[config.mk]
export PLATFORM = sky130hd
export DESIGN_NAME = line_pixel_stepper
export DESIGN_NICKNAME = d
export VERILOG_FILES = /design/src/lps_pkg.sv /design/src/lps_engine.sv /design/src/line_pixel_stepper.sv
export SDC_FILE = /design/constraint.sdc
export NUM_CORES = 1
export LEC_CHECK = 0
export BUFFER_PORTS_ARGS = -buffer_cell sky130_fd_sc_hd__buf_2
export CAP_MARGIN = 25
export CORE_UTILIZATION = 64
export CTS_BUF_LIST = sky130_fd_sc_hd__clkbuf_8 sky130_fd_sc_hd__clkbuf_16
export DETAILED_ROUTE_END_ITERATION = 12
export PLACE_DENSITY = 0.94
export SLEW_MARGIN = 15
export SYNTH_ARGS = -nofsm -noshare
export SYNTH_HDL_FRONTEND = slang
export SYNTH_SLANG_ARGS = --single-unit
[constraint.sdc]
create_clock -name clock -period 16.6 [get_ports clock]
set_clock_uncertainty 0.1 [all_clocks]
set_input_delay 0 -clock clock [delete_from_list [all_inputs] [get_ports clock]]
set_output_delay 0 -clock clock [all_outputs]
set_load 0.02 [all_outputs]
[src/lps_pkg.sv]
// ----------------------------------------------------------------------------
// lps_pkg: shared types and codes for the line pixel stepper
// Status and function codes, register indexes and the configuration bundle.
// ----------------------------------------------------------------------------
package lps_pkg;

   localparam int END_BITS      = 16;   // endpoint coordinate width (signed)
   localparam int COLOR_IN_BITS = 8;    // color index width on the input word
   localparam int SIZE_BITS     = 13;   // frame size register width
   localparam int STATUS_BITS   = 3;
   localparam int CSR_IDX_BITS  = 2;

   typedef enum logic [STATUS_BITS-1:0] {
      ST_PIXEL    = 3'd0,
      ST_ACCEPTED = 3'd1,
      ST_REJECTED = 3'd2,
      ST_EMPTY    = 3'd3,
      ST_IDLE     = 3'd4
   } lps_status_type;

   localparam logic FUNC_START = 1'b0;
   localparam logic FUNC_STEP  = 1'b1;

   localparam logic [CSR_IDX_BITS-1:0] CSR_FB_WIDTH   = 2'd0;
   localparam logic [CSR_IDX_BITS-1:0] CSR_FB_HEIGHT  = 2'd1;
   localparam logic [CSR_IDX_BITS-1:0] CSR_ORIGIN_TOP = 2'd2;

   localparam logic [SIZE_BITS-1:0] FB_WIDTH_RESET  = 13'd320;
   localparam logic [SIZE_BITS-1:0] FB_HEIGHT_RESET = 13'd240;

   typedef struct packed {
      logic [SIZE_BITS-1:0] fb_width;
      logic [SIZE_BITS-1:0] fb_height;
      logic                 origin_top;
   } lps_cfg_type;

endpackage

[src/lps_engine.sv]
// ----------------------------------------------------------------------------
// lps_engine: line setup and per-pixel stepping
// Holds the line state. The result for the presented word is combinational;
// state advances when fire is high.
// ----------------------------------------------------------------------------
module lps_engine #(
   parameter int COORD_BITS = 12,
   parameter int COLOR_BITS = 8
) (
   input  logic                                   clock,
   input  logic                                   reset,
   input  logic                                   fire,
   input  lps_pkg::lps_cfg_type                   cfg,
   input  logic                                   item_func,
   input  logic signed [lps_pkg::END_BITS-1:0]    item_x_start,
   input  logic signed [lps_pkg::END_BITS-1:0]    item_y_start,
   input  logic signed [lps_pkg::END_BITS-1:0]    item_x_end,
   input  logic signed [lps_pkg::END_BITS-1:0]    item_y_end,
   input  logic [lps_pkg::COLOR_IN_BITS-1:0]      item_color,
   output logic [lps_pkg::STATUS_BITS-1:0]        res_status,
   output logic [COORD_BITS-1:0]                  res_x,
   output logic [COORD_BITS-1:0]                  res_y,
   output logic [COLOR_BITS-1:0]                  res_color,
   output logic                                   res_last
);

   localparam int WB = lps_pkg::END_BITS + 2;        // room for the y flip
   localparam int EXT = WB - lps_pkg::END_BITS;
   localparam int SZ_EXT = WB - lps_pkg::SIZE_BITS;
   localparam logic [WB-1:0] LIMIT = WB'(1) << COORD_BITS;

   function automatic logic in_range(input logic signed [WB-1:0] v,
                                     input logic [WB-1:0] lim);
      return !v[WB-1] && ($unsigned(v) < lim);
   endfunction

   // line state
   logic [COORD_BITS-1:0]       cur_x_ff, cur_x_in;
   logic [COORD_BITS-1:0]       cur_y_ff, cur_y_in;
   logic signed [COORD_BITS:0]  err_ff, err_in;
   logic [COORD_BITS-1:0]       minor_ff, minor_in;
   logic [COORD_BITS-1:0]       major_ff, major_in;
   logic [COORD_BITS-1:0]       left_ff, left_in;
   logic                        major_x_ff, major_x_in;
   logic [1:0]                  dir_x_ff, dir_x_in;
   logic [1:0]                  dir_y_ff, dir_y_in;
   logic [COLOR_BITS-1:0]       color_ff, color_in;
   logic                        active_ff, active_in;

   // setup path
   logic signed [WB-1:0] x1, x2, y1_raw, y2_raw, y1, y2, hgt;
   logic [WB-1:0]        w_size, h_size, w_lim, h_lim;
   logic                 ends_ok;
   logic [COORD_BITS-1:0] cx1, cx2, cy1, cy2, adx, ady, s_major, s_minor;
   logic signed [COORD_BITS:0] dx, dy;
   logic                 s_major_x;

   // step path
   logic signed [COORD_BITS:0] err_sub;
   logic                 diag, move_x, move_y;
   logic [COORD_BITS-1:0] dx_ext, dy_ext;

   always_comb begin
      x1     = {{EXT{item_x_start[lps_pkg::END_BITS-1]}}, item_x_start};
      x2     = {{EXT{item_x_end[lps_pkg::END_BITS-1]}}, item_x_end};
      y1_raw = {{EXT{item_y_start[lps_pkg::END_BITS-1]}}, item_y_start};
      y2_raw = {{EXT{item_y_end[lps_pkg::END_BITS-1]}}, item_y_end};
      hgt    = {{SZ_EXT{1'b0}}, cfg.fb_height};
      y1     = cfg.origin_top ? (hgt - WB'(1) - y1_raw) : y1_raw;
      y2     = cfg.origin_top ? (hgt - WB'(1) - y2_raw) : y2_raw;
      w_size = {{SZ_EXT{1'b0}}, cfg.fb_width};
      h_size = {{SZ_EXT{1'b0}}, cfg.fb_height};
      w_lim  = (w_size > LIMIT) ? LIMIT : w_size;
      h_lim  = (h_size > LIMIT) ? LIMIT : h_size;
      ends_ok = in_range(x1, w_lim) && in_range(x2, w_lim) &&
                in_range(y1, h_lim) && in_range(y2, h_lim);

      cx1 = x1[COORD_BITS-1:0];
      cx2 = x2[COORD_BITS-1:0];
      cy1 = y1[COORD_BITS-1:0];
      cy2 = y2[COORD_BITS-1:0];
      dx  = $signed({1'b0, cx2}) - $signed({1'b0, cx1});
      dy  = $signed({1'b0, cy2}) - $signed({1'b0, cy1});
      adx = dx[COORD_BITS] ? COORD_BITS'(-dx) : dx[COORD_BITS-1:0];
      ady = dy[COORD_BITS] ? COORD_BITS'(-dy) : dy[COORD_BITS-1:0];
      s_major_x = adx > ady;
      s_major   = s_major_x ? adx : ady;
      s_minor   = s_major_x ? ady : adx;

      // error goes negative -> take the diagonal step and fold major back in
      err_sub = err_ff - $signed({1'b0, minor_ff});
      diag    = err_sub[COORD_BITS];
      move_x  = diag || major_x_ff;
      move_y  = diag || !major_x_ff;
      dx_ext  = {{(COORD_BITS-2){dir_x_ff[1]}}, dir_x_ff};
      dy_ext  = {{(COORD_BITS-2){dir_y_ff[1]}}, dir_y_ff};

      cur_x_in   = cur_x_ff;
      cur_y_in   = cur_y_ff;
      err_in     = err_ff;
      minor_in   = minor_ff;
      major_in   = major_ff;
      left_in    = left_ff;
      major_x_in = major_x_ff;
      dir_x_in   = dir_x_ff;
      dir_y_in   = dir_y_ff;
      color_in   = color_ff;
      active_in  = active_ff;

      res_status = lps_pkg::ST_IDLE;
      res_x      = '0;
      res_y      = '0;
      res_color  = '0;
      res_last   = 1'b0;

      if (item_func == lps_pkg::FUNC_START) begin
         active_in = 1'b0;
         if (!ends_ok) begin
            res_status = lps_pkg::ST_REJECTED;
         end else if (s_major == '0) begin
            res_status = lps_pkg::ST_EMPTY;
         end else begin
            res_status = lps_pkg::ST_ACCEPTED;
            cur_x_in   = cx1;
            cur_y_in   = cy1;
            err_in     = $signed({1'b0, s_major}) >>> 1;
            minor_in   = s_minor;
            major_in   = s_major;
            left_in    = s_major;
            major_x_in = s_major_x;
            dir_x_in   = dx[COORD_BITS] ? 2'b11 : ((dx != '0) ? 2'b01 : 2'b00);
            dir_y_in   = dy[COORD_BITS] ? 2'b11 : ((dy != '0) ? 2'b01 : 2'b00);
            color_in   = COLOR_BITS'(item_color);
            active_in  = 1'b1;
         end
      end else if (active_ff) begin
         res_status = lps_pkg::ST_PIXEL;
         res_x      = cur_x_ff;
         res_y      = cur_y_ff;
         res_color  = color_ff;
         res_last   = (left_ff == COORD_BITS'(1));
         err_in     = diag ? (err_sub + $signed({1'b0, major_ff})) : err_sub;
         cur_x_in   = move_x ? (cur_x_ff + dx_ext) : cur_x_ff;
         cur_y_in   = move_y ? (cur_y_ff + dy_ext) : cur_y_ff;
         left_in    = left_ff - COORD_BITS'(1);
         active_in  = (left_ff != COORD_BITS'(1));
      end
   end

   always_ff @(posedge clock) begin
      if (reset) begin
         active_ff <= 1'b0;
      end else if (fire) begin
         active_ff <= active_in;
      end
   end

   always_ff @(posedge clock) begin
      if (fire) begin
         cur_x_ff   <= cur_x_in;
         cur_y_ff   <= cur_y_in;
         err_ff     <= err_in;
         minor_ff   <= minor_in;
         major_ff   <= major_in;
         left_ff    <= left_in;
         major_x_ff <= major_x_in;
         dir_x_ff   <= dir_x_in;
         dir_y_ff   <= dir_y_in;
         color_ff   <= color_in;
      end
   end

endmodule

[src/line_pixel_stepper.sv]
// A word accepted into the input register moves into the result register once that register is free.
// Throughput: one word per cycle while the result side does not stall; the line state update (subtract, compare,
// increment) sits between the input register and the result register.
// Stall on the result side holds the result register and back-pressures req.
// Synchronous reset: idle, no line active, registers 320 x 240, origin bottom.
// ----------------------------------------------------------------------------
// line_pixel_stepper: top level of the Bresenham line pixel stepper
// Input register, line engine, result register and the register port.
// ----------------------------------------------------------------------------
module line_pixel_stepper #(
   parameter int COORD_BITS = 12,
   parameter int COLOR_BITS = 8
) (
   input  logic                                       clock,
   input  logic                                       reset,
   input  logic                                       req_valid,
   output logic                                       req_stall,
   input  logic                                       req_func,
   input  logic signed [lps_pkg::END_BITS-1:0]        req_x_start,
   input  logic signed [lps_pkg::END_BITS-1:0]        req_y_start,
   input  logic signed [lps_pkg::END_BITS-1:0]        req_x_end,
   input  logic signed [lps_pkg::END_BITS-1:0]        req_y_end,
   input  logic [lps_pkg::COLOR_IN_BITS-1:0]          req_color,
   output logic                                       rsp_valid,
   input  logic                                       rsp_stall,
   output logic [lps_pkg::STATUS_BITS-1:0]            rsp_status,
   output logic [COORD_BITS-1:0]                      rsp_pixel_x,
   output logic [COORD_BITS-1:0]                      rsp_pixel_y,
   output logic [COLOR_BITS-1:0]                      rsp_pixel_color,
   output logic                                       rsp_last,
   input  logic                                       csr_valid,
   output logic                                       csr_ready,
   input  logic [lps_pkg::CSR_IDX_BITS-1:0]           csr_index,
   input  logic [lps_pkg::SIZE_BITS-1:0]              csr_wdata
);

   lps_pkg::lps_cfg_type cfg_ff;

   logic                                   in_valid_ff, in_valid_in;
   logic                                   in_func_ff;
   logic signed [lps_pkg::END_BITS-1:0]    in_xs_ff, in_ys_ff, in_xe_ff, in_ye_ff;
   logic [lps_pkg::COLOR_IN_BITS-1:0]      in_color_ff;

   logic                                   out_valid_ff, out_valid_in;
   logic [lps_pkg::STATUS_BITS-1:0]        out_status_ff;
   logic [COORD_BITS-1:0]                  out_x_ff, out_y_ff;
   logic [COLOR_BITS-1:0]                  out_color_ff;
   logic                                   out_last_ff;

   logic                                   out_free, fire, take;
   logic [lps_pkg::STATUS_BITS-1:0]        res_status;
   logic [COORD_BITS-1:0]                  res_x, res_y;
   logic [COLOR_BITS-1:0]                  res_color;
   logic                                   res_last;

   assign csr_ready = 1'b1;

   always_ff @(posedge clock) begin
      if (reset) begin
         cfg_ff.fb_width   <= lps_pkg::FB_WIDTH_RESET;
         cfg_ff.fb_height  <= lps_pkg::FB_HEIGHT_RESET;
         cfg_ff.origin_top <= 1'b0;
      end else if (csr_valid && csr_ready) begin
         case (csr_index)
            lps_pkg::CSR_FB_WIDTH:   cfg_ff.fb_width   <= csr_wdata;
            lps_pkg::CSR_FB_HEIGHT:  cfg_ff.fb_height  <= csr_wdata;
            lps_pkg::CSR_ORIGIN_TOP: cfg_ff.origin_top <= csr_wdata[0];
            default: ;
         endcase
      end
   end

   // result register frees up when empty or being taken this cycle
   assign out_free  = !out_valid_ff || !rsp_stall;
   assign fire      = in_valid_ff && out_free;
   assign req_stall = in_valid_ff && !out_free;
   assign take      = req_valid && !req_stall;

   always_comb begin
      in_valid_in = take || (in_valid_ff && !fire);
      out_valid_in = fire || (out_valid_ff && rsp_stall);
   end

   always_ff @(posedge clock) begin
      if (reset) begin
         in_valid_ff  <= 1'b0;
         out_valid_ff <= 1'b0;
      end else begin
         in_valid_ff  <= in_valid_in;
         out_valid_ff <= out_valid_in;
      end
   end

   always_ff @(posedge clock) begin
      if (take) begin
         in_func_ff  <= req_func;
         in_xs_ff    <= req_x_start;
         in_ys_ff    <= req_y_start;
         in_xe_ff    <= req_x_end;
         in_ye_ff    <= req_y_end;
         in_color_ff <= req_color;
      end
      if (fire) begin
         out_status_ff <= res_status;
         out_x_ff      <= res_x;
         out_y_ff      <= res_y;
         out_color_ff  <= res_color;
         out_last_ff   <= res_last;
      end
   end

   lps_engine #(
      .COORD_BITS (COORD_BITS),
      .COLOR_BITS (COLOR_BITS)
   ) u_engine (
      .clock        (clock),
      .reset        (reset),
      .fire         (fire),
      .cfg          (cfg_ff),
      .item_func    (in_func_ff),
      .item_x_start (in_xs_ff),
      .item_y_start (in_ys_ff),
      .item_x_end   (in_xe_ff),
      .item_y_end   (in_ye_ff),
      .item_color   (in_color_ff),
      .res_status   (res_status),
      .res_x        (res_x),
      .res_y        (res_y),
      .res_color    (res_color),
      .res_last     (res_last)
   );

   assign rsp_valid       = out_valid_ff;
   assign rsp_status      = out_status_ff;
   assign rsp_pixel_x     = out_x_ff;
   assign rsp_pixel_y     = out_y_ff;
   assign rsp_pixel_color = out_color_ff;
   assign rsp_last        = out_last_ff;

endmodule

After elaboration in Yosys (flattened, before gate mapping)
Cells that the tools add are included.
Storage, ports and cells
  bits in registers: 225
  input bits: 93
Cells by class
  add/subtract/negate cells: 12
  $lt $le $gt $ge: 7
  equality and inequality tests: 8
  mux-type cells: 37
  bitwise gates (word level): 2
  reductions and logical operators: 40
Operators by type and width (number)
  12-bit 2-to-1 mux: 18
  13-bit 2-to-1 mux: 7
  18-bit less-than comparator: 4
  18-bit 2-to-1 mux: 2
  14-bit by 16-bit subtractor with 17-bit output: 2
  13-bit > comparator, second input constant: 2
  13-bit nonzero test: 2
  12-bit by 12-bit subtractor with 13-bit output: 2
  12-bit adder: 2
  12-bit negation: 2
  13-bit by 1-bit subtractor with 14-bit output, second input constant: 1
  13-bit adder: 1
  13-bit subtractor: 1
  12-bit by 1-bit == test with 1-bit output, second input constant: 1
  12-bit > comparator: 1
  1-bit logical AND: 12
  12-bit logical NOT: 1
  12-bit by 1-bit inequality test with 1-bit output, second input constant: 1
  12-bit by 1-bit subtractor with 12-bit output, second input constant: 1
  1-bit logical NOT: 10
  5-bit AND reduction: 2
  3-bit 2-to-1 mux: 3
  2-bit AND reduction: 4
  4-bit AND reduction: 2
  other kinds (10): 22

Longest topological paths before layout
Gate-level depths: netlist of run 1.
  word-level depth: 12
  depth in mapped cells: 37
  depth with buffers taken out: 36

Modules after synthesis
A second synthesis of run 1 with hierarchy kept.
Unflattened totals
  cells, all modules: 1551
  area, all modules: 15720.1 um2
By module, submodules not included
  lps_engine: instances 1, cells each 1319, area each 11224.5 um2, seq. area each 2602.5 um2
  line_pixel_stepper: instances 1, cells each 232, area each 4495.6 um2, seq. area each 3853.7 um2

Worst setup path after synthesis of run 1
OpenSTA, ideal clock, no wires.
  kind: register -> register
  from: reg cfg_ff[0] (netlist bit)
  to: reg u_engine.err_ff[0] (enable)
  setup time: 0.383 ns
  arrival: 7.501 ns
  required time: 16.117 ns
  slack: 8.616 ns
  stages on the path, launching flop included: 30
  period minus slack after synthesis: 7.984 ns
  cells stage by stage: dfxtp_1 clkbuf_1 clkbuf_1 clkbuf_1 clkbuf_1 a21oi_1 fa_1 a211oi_1 o21bai_1 a21oi_2 nand3_1 a311oi_4 nor2_2 a31o_2 inv_2 buf_2 mux2i_1 xor2_1 ha_1 a21o_1 a21o_1 a211oi_1 o21ai_0 o21ai_1 clkbuf_1 clkbuf_1 a31oi_1 nand4_1 o311a_4 or2_1
Between the ends
  cells in the longest elaborated chain, start to end: 9
RTL lines
  start: declaration: line line_pixel_stepper.sv:37  | lps_pkg::lps_cfg_type cfg_ff;
  18-bit 2-to-1 mux (on tied branches): line lps_engine.sv:70, lps_engine.sv:69
  12-bit by 12-bit subtractor with 13-bit output: line lps_engine.sv:83  | dy = $signed({1'b0, cy2}) - $signed({1'b0, cy1});
  12-bit negation: line lps_engine.sv:85  | ady = dy[COORD_BITS] ? COORD_BITS'(-dy) : dy[COORD_BITS-1:0];
  12-bit 2-to-1 mux: line lps_engine.sv:85
  12-bit > comparator: line lps_engine.sv:86  | s_major_x = adx > ady;
  12-bit 2-to-1 mux: line lps_engine.sv:87  | s_major = s_major_x ? adx : ady;
  12-bit logical NOT: line lps_engine.sv:120  | end else if (s_major == '0) begin
  2-bit inequality test (no line)
  4-bit AND reduction (no line) *
  end signal: assignment: line lps_engine.sv:162  | err_ff <= err_in;
  end: declaration: line lps_engine.sv:40  | logic signed [COORD_BITS:0] err_ff, err_in;
Every way passes the cells marked *; elsewhere a longest branch is shown, timed or not.
A chain may end at the register's enable or synchronous reset.

Final worst setup path of run 1
  from: reg cfg_ff[3] (netlist bit)
  to: reg u_engine.left_ff[3] (enable)
Between the ends
  cells in the longest elaborated chain, start to end: 11
RTL lines
  13-bit by 1-bit subtractor with 14-bit output: line lps_engine.sv:69, lps_engine.sv:70
  14-bit by 16-bit subtractor with 17-bit output (on tied branches): line lps_engine.sv:70, lps_engine.sv:69
  18-bit 2-to-1 mux (on tied branches): line lps_engine.sv:70, lps_engine.sv:69
  12-bit by 12-bit subtractor with 13-bit output: line lps_engine.sv:83
  12-bit negation: line lps_engine.sv:85
  12-bit 2-to-1 mux: line lps_engine.sv:85
  12-bit > comparator: line lps_engine.sv:86
  12-bit 2-to-1 mux: line lps_engine.sv:87
  12-bit logical NOT: line lps_engine.sv:120
  2-bit inequality test (no line)
  4-bit AND reduction (no line) *
  end signal: assignment: line lps_engine.sv:165  | left_ff <= left_in;
  end: declaration: line lps_engine.sv:43  | logic [COORD_BITS-1:0] left_ff, left_in;
Marks and branches as above.

==> flow_metrics.env, run 1 <==
export IMPL_netlist_area_sq_um=15300
export IMPL_synth_edf_count=195
export IMPL_cts_root_buffer="clkbuf_16"
export IMPL_clock_latency_ns=0.54
export IMPL_postRouteAntennaNets=0
export IMPL_ys_ff_latch=225
export IMPL_grt_usage=0.377
export IMPL_startpoint_type="flop"
export IMPL_drc=0
export IMPL_cp_max_fo=41
export IMPL_nFillCells=1338
export IMPL_num_rows=56
export IMPL_yosys_warnings=0
export IMPL_worst_pin_slew_ns=1.03
export IMPL_first_pass_iters=6
export IMPL_postSynthCellCount=1540
export IMPL_cp_end_kind="flop"
export IMPL_grt_start_max_net_pins=104
export IMPL_yosysSeqAreaShare=0.422
export IMPL_die_x_um=157
export IMPL_core_sq_um=23500
export IMPL_grt_use_met2=0.646
export IMPL_hold_ws_ns=0.0736
export IMPL_clk_pin_slew_ns=0.08
export IMPL_crit_required_ns=16.74
export IMPL_routed_wl_um=45800
export IMPL_diodes=0
export IMPL_cts_buffers=24
export IMPL_finalSetupTns_ns=0
export IMPL_hpwl_um=30800
export IMPL_synth_cell_type_count=87
export IMPL_maxCapViolations=0
export IMPL_rsz0062_at_grt="false"
export IMPL_die_height_um=157
export IMPL_hold_viol=0
export IMPL_synth_area_per_cell_sq_um=9.94
export IMPL_cpMaxStageDelayCell="or2_1"
export IMPL_cp_data_arrival_time_ns=9.45
export IMPL_grt_pass1_wl_um=70400
export IMPL_relSlewSlack=0.314
export IMPL_cts_max_level=1
export IMPL_wl_per_cell_um=21.7
export IMPL_syn_to_final_growth_pct=18.8
export IMPL_clockBufferDepth=3
export IMPL_drive_gt1_frac=0.121
export IMPL_drt_initial_drc_count=1423
export IMPL_pwr_density_cell_nw_per_um2=101
export IMPL_outcome="finished, final reports clean"
export IMPL_slowest_delay_ns=0.62
export IMPL_async_flop_share=0
export IMPL_initial_core_util=0.652
export IMPL_use_met1=0.429
export IMPL_placement_io_buffers=130
export IMPL_hold_class="input port to flop"
export IMPL_busiest_layer="met2"
export IMPL_finalCriticalPeriod_ns=9.31
export IMPL_grt_use_met3=0.0667
export IMPL_finalSetupViolCount=0
export IMPL_synth_flop_cell="edfxtp_1"
export IMPL_grt_pass1_vias=13500
export IMPL_critical_path_class="flop to flop"
export IMPL_drv_slew=0
export IMPL_post_route_period_util=0.561
export IMPL_boundaryPins=132
export IMPL_avgViaCountPerCell=6.33
export IMPL_antenna_found_initial=1
export IMPL_syn_num_nets=1807
export IMPL_fin_nets=2042
export IMPL_p_leak_nw=7.80
export IMPL_final_util=0.775
export IMPL_cts_sinks=225
export IMPL_cts_tree="done"
export IMPL_die_area_sq_um=24500
export IMPL_grt_ovfl_total=0
export IMPL_routabilityCongestion=1.01
export IMPL_num_vias=13400
export IMPL_ir_drop_uv=83.1
export IMPL_fmax_ghz=0.107
==> registers in the layout (all words and copies together) (netlist names), 2 cells and up <==
name and flops:
u_engine.dir_x_ff 2, in_xe_ff 16, rsp_status 3, u_engine.cur_x_ff 12, u_engine.err_ff 13, u_engine.major_ff 12
u_engine.color_ff 8, u_engine.cur_y_ff 12, in_xs_ff 16, u_engine.minor_ff 12, rsp_pixel_color 8, u_engine.dir_y_ff 2
in_color_ff 8, cfg_ff 27, in_ys_ff 16, rsp_pixel_y 12, u_engine.left_ff 12, rsp_pixel_x 12
in_ye_ff 16
==> worst max-delay path, delay by kind of cell, from the launching register on <==
| family | cells | cell delay, ns |
|---|---|---|
| buffers and inverters | 5 | 1.10 |
| AOI/OAI and AO/OA | 16 | 3.74 |
| and+or+nand+nor | 8 | 2.08 |
| adders and majority gates | 3 | 1.06 |
| DFF | 1 | 0.38 |
| xor gates and xnor gates | 2 | 0.54 |
==> placed cells by master (no fill, tap or decap), types with 11 or more instances in the layout <==
master,instances
o21bai_1,16
nand2b_1,20
o21ai_0,79
xnor2_1,70
and3_1,35
a21oi_1,154
o21a_1,17
o211ai_1,12
a21o_1,40
nor2_1,106
nand2_1,139
dfxtp_1,30
clkbuf_16,25
dlygate4sd3_1,106
nand3_1,13
nand3b_1,11
inv_1,128
nor2b_1,19
ha_1,166
edfxtp_1,195
nor3_1,27
mux2i_1,20
xor2_1,41
or3_1,11
buf_2,130
nand4_1,15
==> power by group <==
| group | total [W] | switching (W) | internal [W] |
|---|---|---|---|
| Clock | 0.000563 | 0.000233 | 0.000330 |
| Sequential | 0.000674 | 0.0000123 | 0.000662 |
| Combinational | 0.000605 | 0.000390 | 0.000214 |
==> Yosys cell counts (5+ instances only) <==
cell,count,area share
a211oi_1,6,0.0029
a211o_1,5,0.0029
mux2i_1,20,0.013
ha_1,166,0.14
xnor2_1,70,0.040
o21bai_1,16,0.0078
clkbuf_1,33,0.0081
nand2_1,139,0.034
nor2_1,106,0.026
nand3b_1,11,0.0054
and3_1,35,0.014
o211ai_1,12,0.0059
nor3_1,27,0.0088
nor4_1,9,0.0037
and2_1,6,0.0025
dfxtp_1,30,0.039
or3_1,11,0.0045
o21ai_1,5,0.0016
o31ai_1,5,0.0025
o21ai_0,79,0.026
nor2b_1,20,0.0082
and4_1,5,0.0029
nand3_1,13,0.0042
a31oi_1,10,0.0041
o21a_1,17,0.0083
xor2_1,41,0.023
fa_1,8,0.010
nand2b_1,20,0.0082
inv_1,121,0.030
a21oi_1,154,0.050
a21o_1,40,0.020
edfxtp_1,195,0.38
nand4_1,15,0.0061
==> metrics by stage <==
stage	instance area [sq um]	worst slack (ns)	total power (W)	instances
2_1_floorplan	15300	8.62	0.00107	1540
3_3_place_gp	16300	7.59	0.00122	1961
3_5_place_dp	16300	7.35	0.00123	1961
4_1_cts	18200	7.32	0.00181	2111
5_1_grt	18200	6.56	0.00190	2112
6_report	18200	7.29	0.00184	2112
==> layer usage <==
| layer | wire length (um) | up-vias |
|---|---|---|
| met5 | 0 | - |
| met4 | 3540 | 0 |
| met3 | 3730 | 257 |
| met2 | 21800 | 835 |
| met1 | 16700 | 6207 |
| li1 | - | 6066 |
==> final timing paths <==
kind	from	end	slack (ns)	cells past startpoint
setup / recovery	cfg_ff[3]$_SDFFE_PP0P_	u_engine.left_ff[3]$_DFFE_PP_	7.29	34
hold / removal	req_x_start[12]	in_xs_ff[12]$_DFFE_PP_	0.07	2
setup reg to reg	cfg_ff[3]$_SDFFE_PP0P_	u_engine.left_ff[3]$_DFFE_PP_	7.29	34
hold reg to reg	in_color_ff[2]$_DFFE_PP_	u_engine.color_ff[2]$_DFFE_PP_	0.33	0
==> cell families after synthesis <==
logic type / Yosys count / synth area share
simple gates: 444 / 0.143
compound gates: 392 / 0.162
buf+inv: 164 / 0.0406
mux: 23 / 0.0153
other cells: 1 / 0.000245
xor+xnor: 116 / 0.0696
fa+ha+maj: 175 / 0.147
flops: 225 / 0.422
==> area by class of cell <==
cell class / count / area (sq um) / area share
repair buffers: 247 / 1800 / 0.0990
clock buffers: 27 / 653 / 0.0359
well taps: 319 / 399 / 0.0219
inverters: 126 / 473 / 0.0260
multi-input cells: 1151 / 8240 / 0.453
flip-flops and latches: 225 / 6460 / 0.355
clock inverters: 17 / 170 / 0.00935
==> what timing repair did <==
action                                 in CTS  in global routing
gates resized for setup                     0                  0
setup buffers                               0                  0
hold buffers                              106                  0
endpoints found under the hold margin     103                  0
Note: power is estimated with default switching activity, not from simulation.
==> run 2, diff against run 1 <==
ABC_AREA = 1   (was default)
CORE_UTILIZATION = 61   (was 64)
PLACE_DENSITY = 0.9   (was 0.94)
clock period = 8.7 ns   (was 16.6 ns; I/O delays follow)
==> flow_metrics.env, run 2 <==
export IMPL_outcome="finished, final reports clean"
export IMPL_maxCapViolations=0
export IMPL_cts_tree="done"
export IMPL_initial_core_util=0.627
export IMPL_cts_max_level=1
export IMPL_synth_cell_type_count=48
export IMPL_core_sq_um=25400
export IMPL_synthTopCellsByArea="edfxtp_1 (37%), ha_1 (13%), nand2_1 (10%)"
export IMPL_layout_commonest_cell="nand2_1"
export IMPL_hold_ws_ns=0.0640
export IMPL_cp_max_fo=34
export IMPL_die_x_um=164
export IMPL_synth_top_area_share=0.368
export IMPL_crit_required_ns=8.80
export IMPL_cpMaxStageDelayCell="a21oi_1"
export IMPL_startpoint_type="flop"
export IMPL_yosysSeqAreaShare=0.406
export IMPL_grt_pass1_wl_um=69400
export IMPL_rsz0062_at_grt="false"
export IMPL_clk_pin_slew_ns=0.07
export IMPL_grt_ovfl_total=0
export IMPL_synthTopCellsByCount="nand2_1 (437), inv_1 (297), edfxtp_1 (195), nor2_1 (177), ha_1 (166)"
export IMPL_yosys_warnings=0
export IMPL_cts_sinks=225
export IMPL_finalSetupViolCount=0
export IMPL_boundaryPins=132
export IMPL_clockBufferDepth=3
export IMPL_worst_pin_slew_ns=0.976
export IMPL_grt_pass1_vias=14200
export IMPL_grt_start_max_net_pins=71
export IMPL_timing_final_ws_setup_ns=0.972
export IMPL_synth_largest_area_cell="edfxtp_1"
export IMPL_first_pass_iters=6
export IMPL_slowest_delay_ns=0.61
export IMPL_antenna_found_initial=0
export IMPL_drv_slew=0
export IMPL_p_leak_nw=8.98
export IMPL_post_synth_top_count_cell="nand2_1"
export IMPL_cpMostUsedCell="nand2_1"
export IMPL_netlist_area_sq_um=15900
export IMPL_num_vias=14400
export IMPL_routabilityCongestion=0.967
export IMPL_synth_edf_count=195
export IMPL_synth_area_per_cell_sq_um=8.18
export IMPL_cts_buffers=25
export IMPL_pwr_density_cell_nw_per_um2=186
export IMPL_hpwl_um=31200
export IMPL_max_flop_register="cfg_ff"
export IMPL_largest_reg_flops=27
export IMPL_syn_num_nets=2213
export IMPL_cp_data_arrival_time_ns=7.83
export IMPL_finalSetupTns_ns=0
export IMPL_cp_end_kind="flop"
export IMPL_drive_gt1_frac=0.114
export IMPL_relSlewSlack=0.344
export IMPL_place_ws_ns=1.06
export IMPL_syn_to_final_growth_pct=17.2
export IMPL_fin_nets=2440
export IMPL_drc=0
export IMPL_async_flop_share=0
export IMPL_clock_latency_ns=0.55
export IMPL_fmax_ghz=0.129
export IMPL_placement_io_buffers=130
export IMPL_synth_flop_cell="edfxtp_1"
export IMPL_cts_resized=0
export IMPL_postCtsHoldBufs=93
export IMPL_die_area_sq_um=26700
export IMPL_drt_initial_drc_count=1386
export IMPL_postRouteAntennaNets=0
export IMPL_post_cts_buffers=0
export IMPL_diodes=0
export IMPL_finalCriticalPeriod_ns=7.73
export IMPL_num_rows=58
export IMPL_r2r_slack_ns=0.97
export IMPL_cts_root_buffer="clkbuf_16"
export IMPL_die_height_um=164
export IMPL_ys_ff_latch=225
export IMPL_wl_per_cell_um=17.5
export IMPL_routed_wl_um=44100
export IMPL_hold_class="input port to flop"
export IMPL_grt_usage=0.331
export IMPL_post_route_period_util=0.888
export IMPL_ir_drop_uv=184
export IMPL_critical_path_class="flop to flop"
export IMPL_postSynthCellCount=1946
export IMPL_hold_viol=0
export IMPL_avgViaCountPerCell=5.71
export IMPL_layout_common_cells="nand2_1 (437), inv_1 (303), edfxtp_1 (195), nor2_1 (176), ha_1 (166)"
[run 2: changes by cell type after synthesis, sizes merged, moves of 20 or more]
cell,delta
a21o,-36
mux2i,-20
o21ai,+52
a21oi,-45
nor2,+75
nand3,+83
nand2,+335
xnor2,-47
nand2b,-20
inv,+178
nor2b,-20
and3,-35
[run 2: layout make-up]
class	instances	area, sq um
inverters	304	1140
clock buffers	28	689
fillers	1813	6750
clock inverters	17	119
flip-flops and latches	225	6460
repair buffers	234	1660
well taps	330	413
multi-input cells	1383	8170
[run 2: per-layer routing]
layer / routed length (um) / up-vias / global-route usage
met5: 0 / - / 0
met2: 21800 / 708 / 0.591
met4: 2220 / 0 / 0.156
li1: - / 6917 / -
met3: 3300 / 156 / 0.0427
met1: 16800 / 6610 / 0.394
[run 2: report_power, final]
part,internal [W],switching (W)
Clock,0.000600,0.000460
Sequential,0.00126,0.0000239
Combinational,0.000380,0.000743
[run 2: critical path: cells and delay by family, from the launching register on]
kind	cells	cell delay (ns)
buf+inv	7	1.57
compound gates	8	1.86
simple gates	18	1.91
flops	1	0.37
xor+xnor	2	0.40
fa+ha+maj	4	1.15
[run 2: per-stage QoR]
| step | cells | area [sq um] | util | power, W |
|---|---|---|---|---|
| after floorplan | 1946 | 15900 | - | 0.00208 |
| after global placement | 2383 | 16900 | 0.666 | 0.00232 |
| after detailed placement | 2383 | 16900 | 0.666 | 0.00235 |
| after CTS | 2521 | 18600 | 0.734 | 0.00342 |
| after global routing | 2521 | 18600 | 0.734 | 0.00363 |
| final | 2521 | 18600 | 0.734 | 0.00346 |
[run 2: kinds of logic (layout without fill, tap and decap cells)]
family                   count (synthesis)  in the layout  share of synthesized area
AND/OR/NAND/NOR                        829            829                      0.225
adder cells (fa/ha/maj)                174            174                      0.141
AO/OA/AOI/OAI                          302            302                      0.104
buffers and inverters                  338            583                     0.0817
XOR/XNOR                                77             77                     0.0424
other                                    1              1                   0.000236
flip-flops                             225            225                      0.406
[run 2: path summary, 6_finish.rpt]
path,endpoint,start,depth (start not counted)
min,in_xs_ff[11]$_DFFE_PP_,req_x_start[11],2
min reg2reg,u_engine.color_ff[7]$_DFFE_PP_,in_color_ff[7]$_DFFE_PP_,0
max,u_engine.major_ff[5]$_DFFE_PP_,cfg_ff[1]$_SDFFE_PP0P_,39
max reg2reg,u_engine.major_ff[5]$_DFFE_PP_,cfg_ff[1]$_SDFFE_PP0P_,39
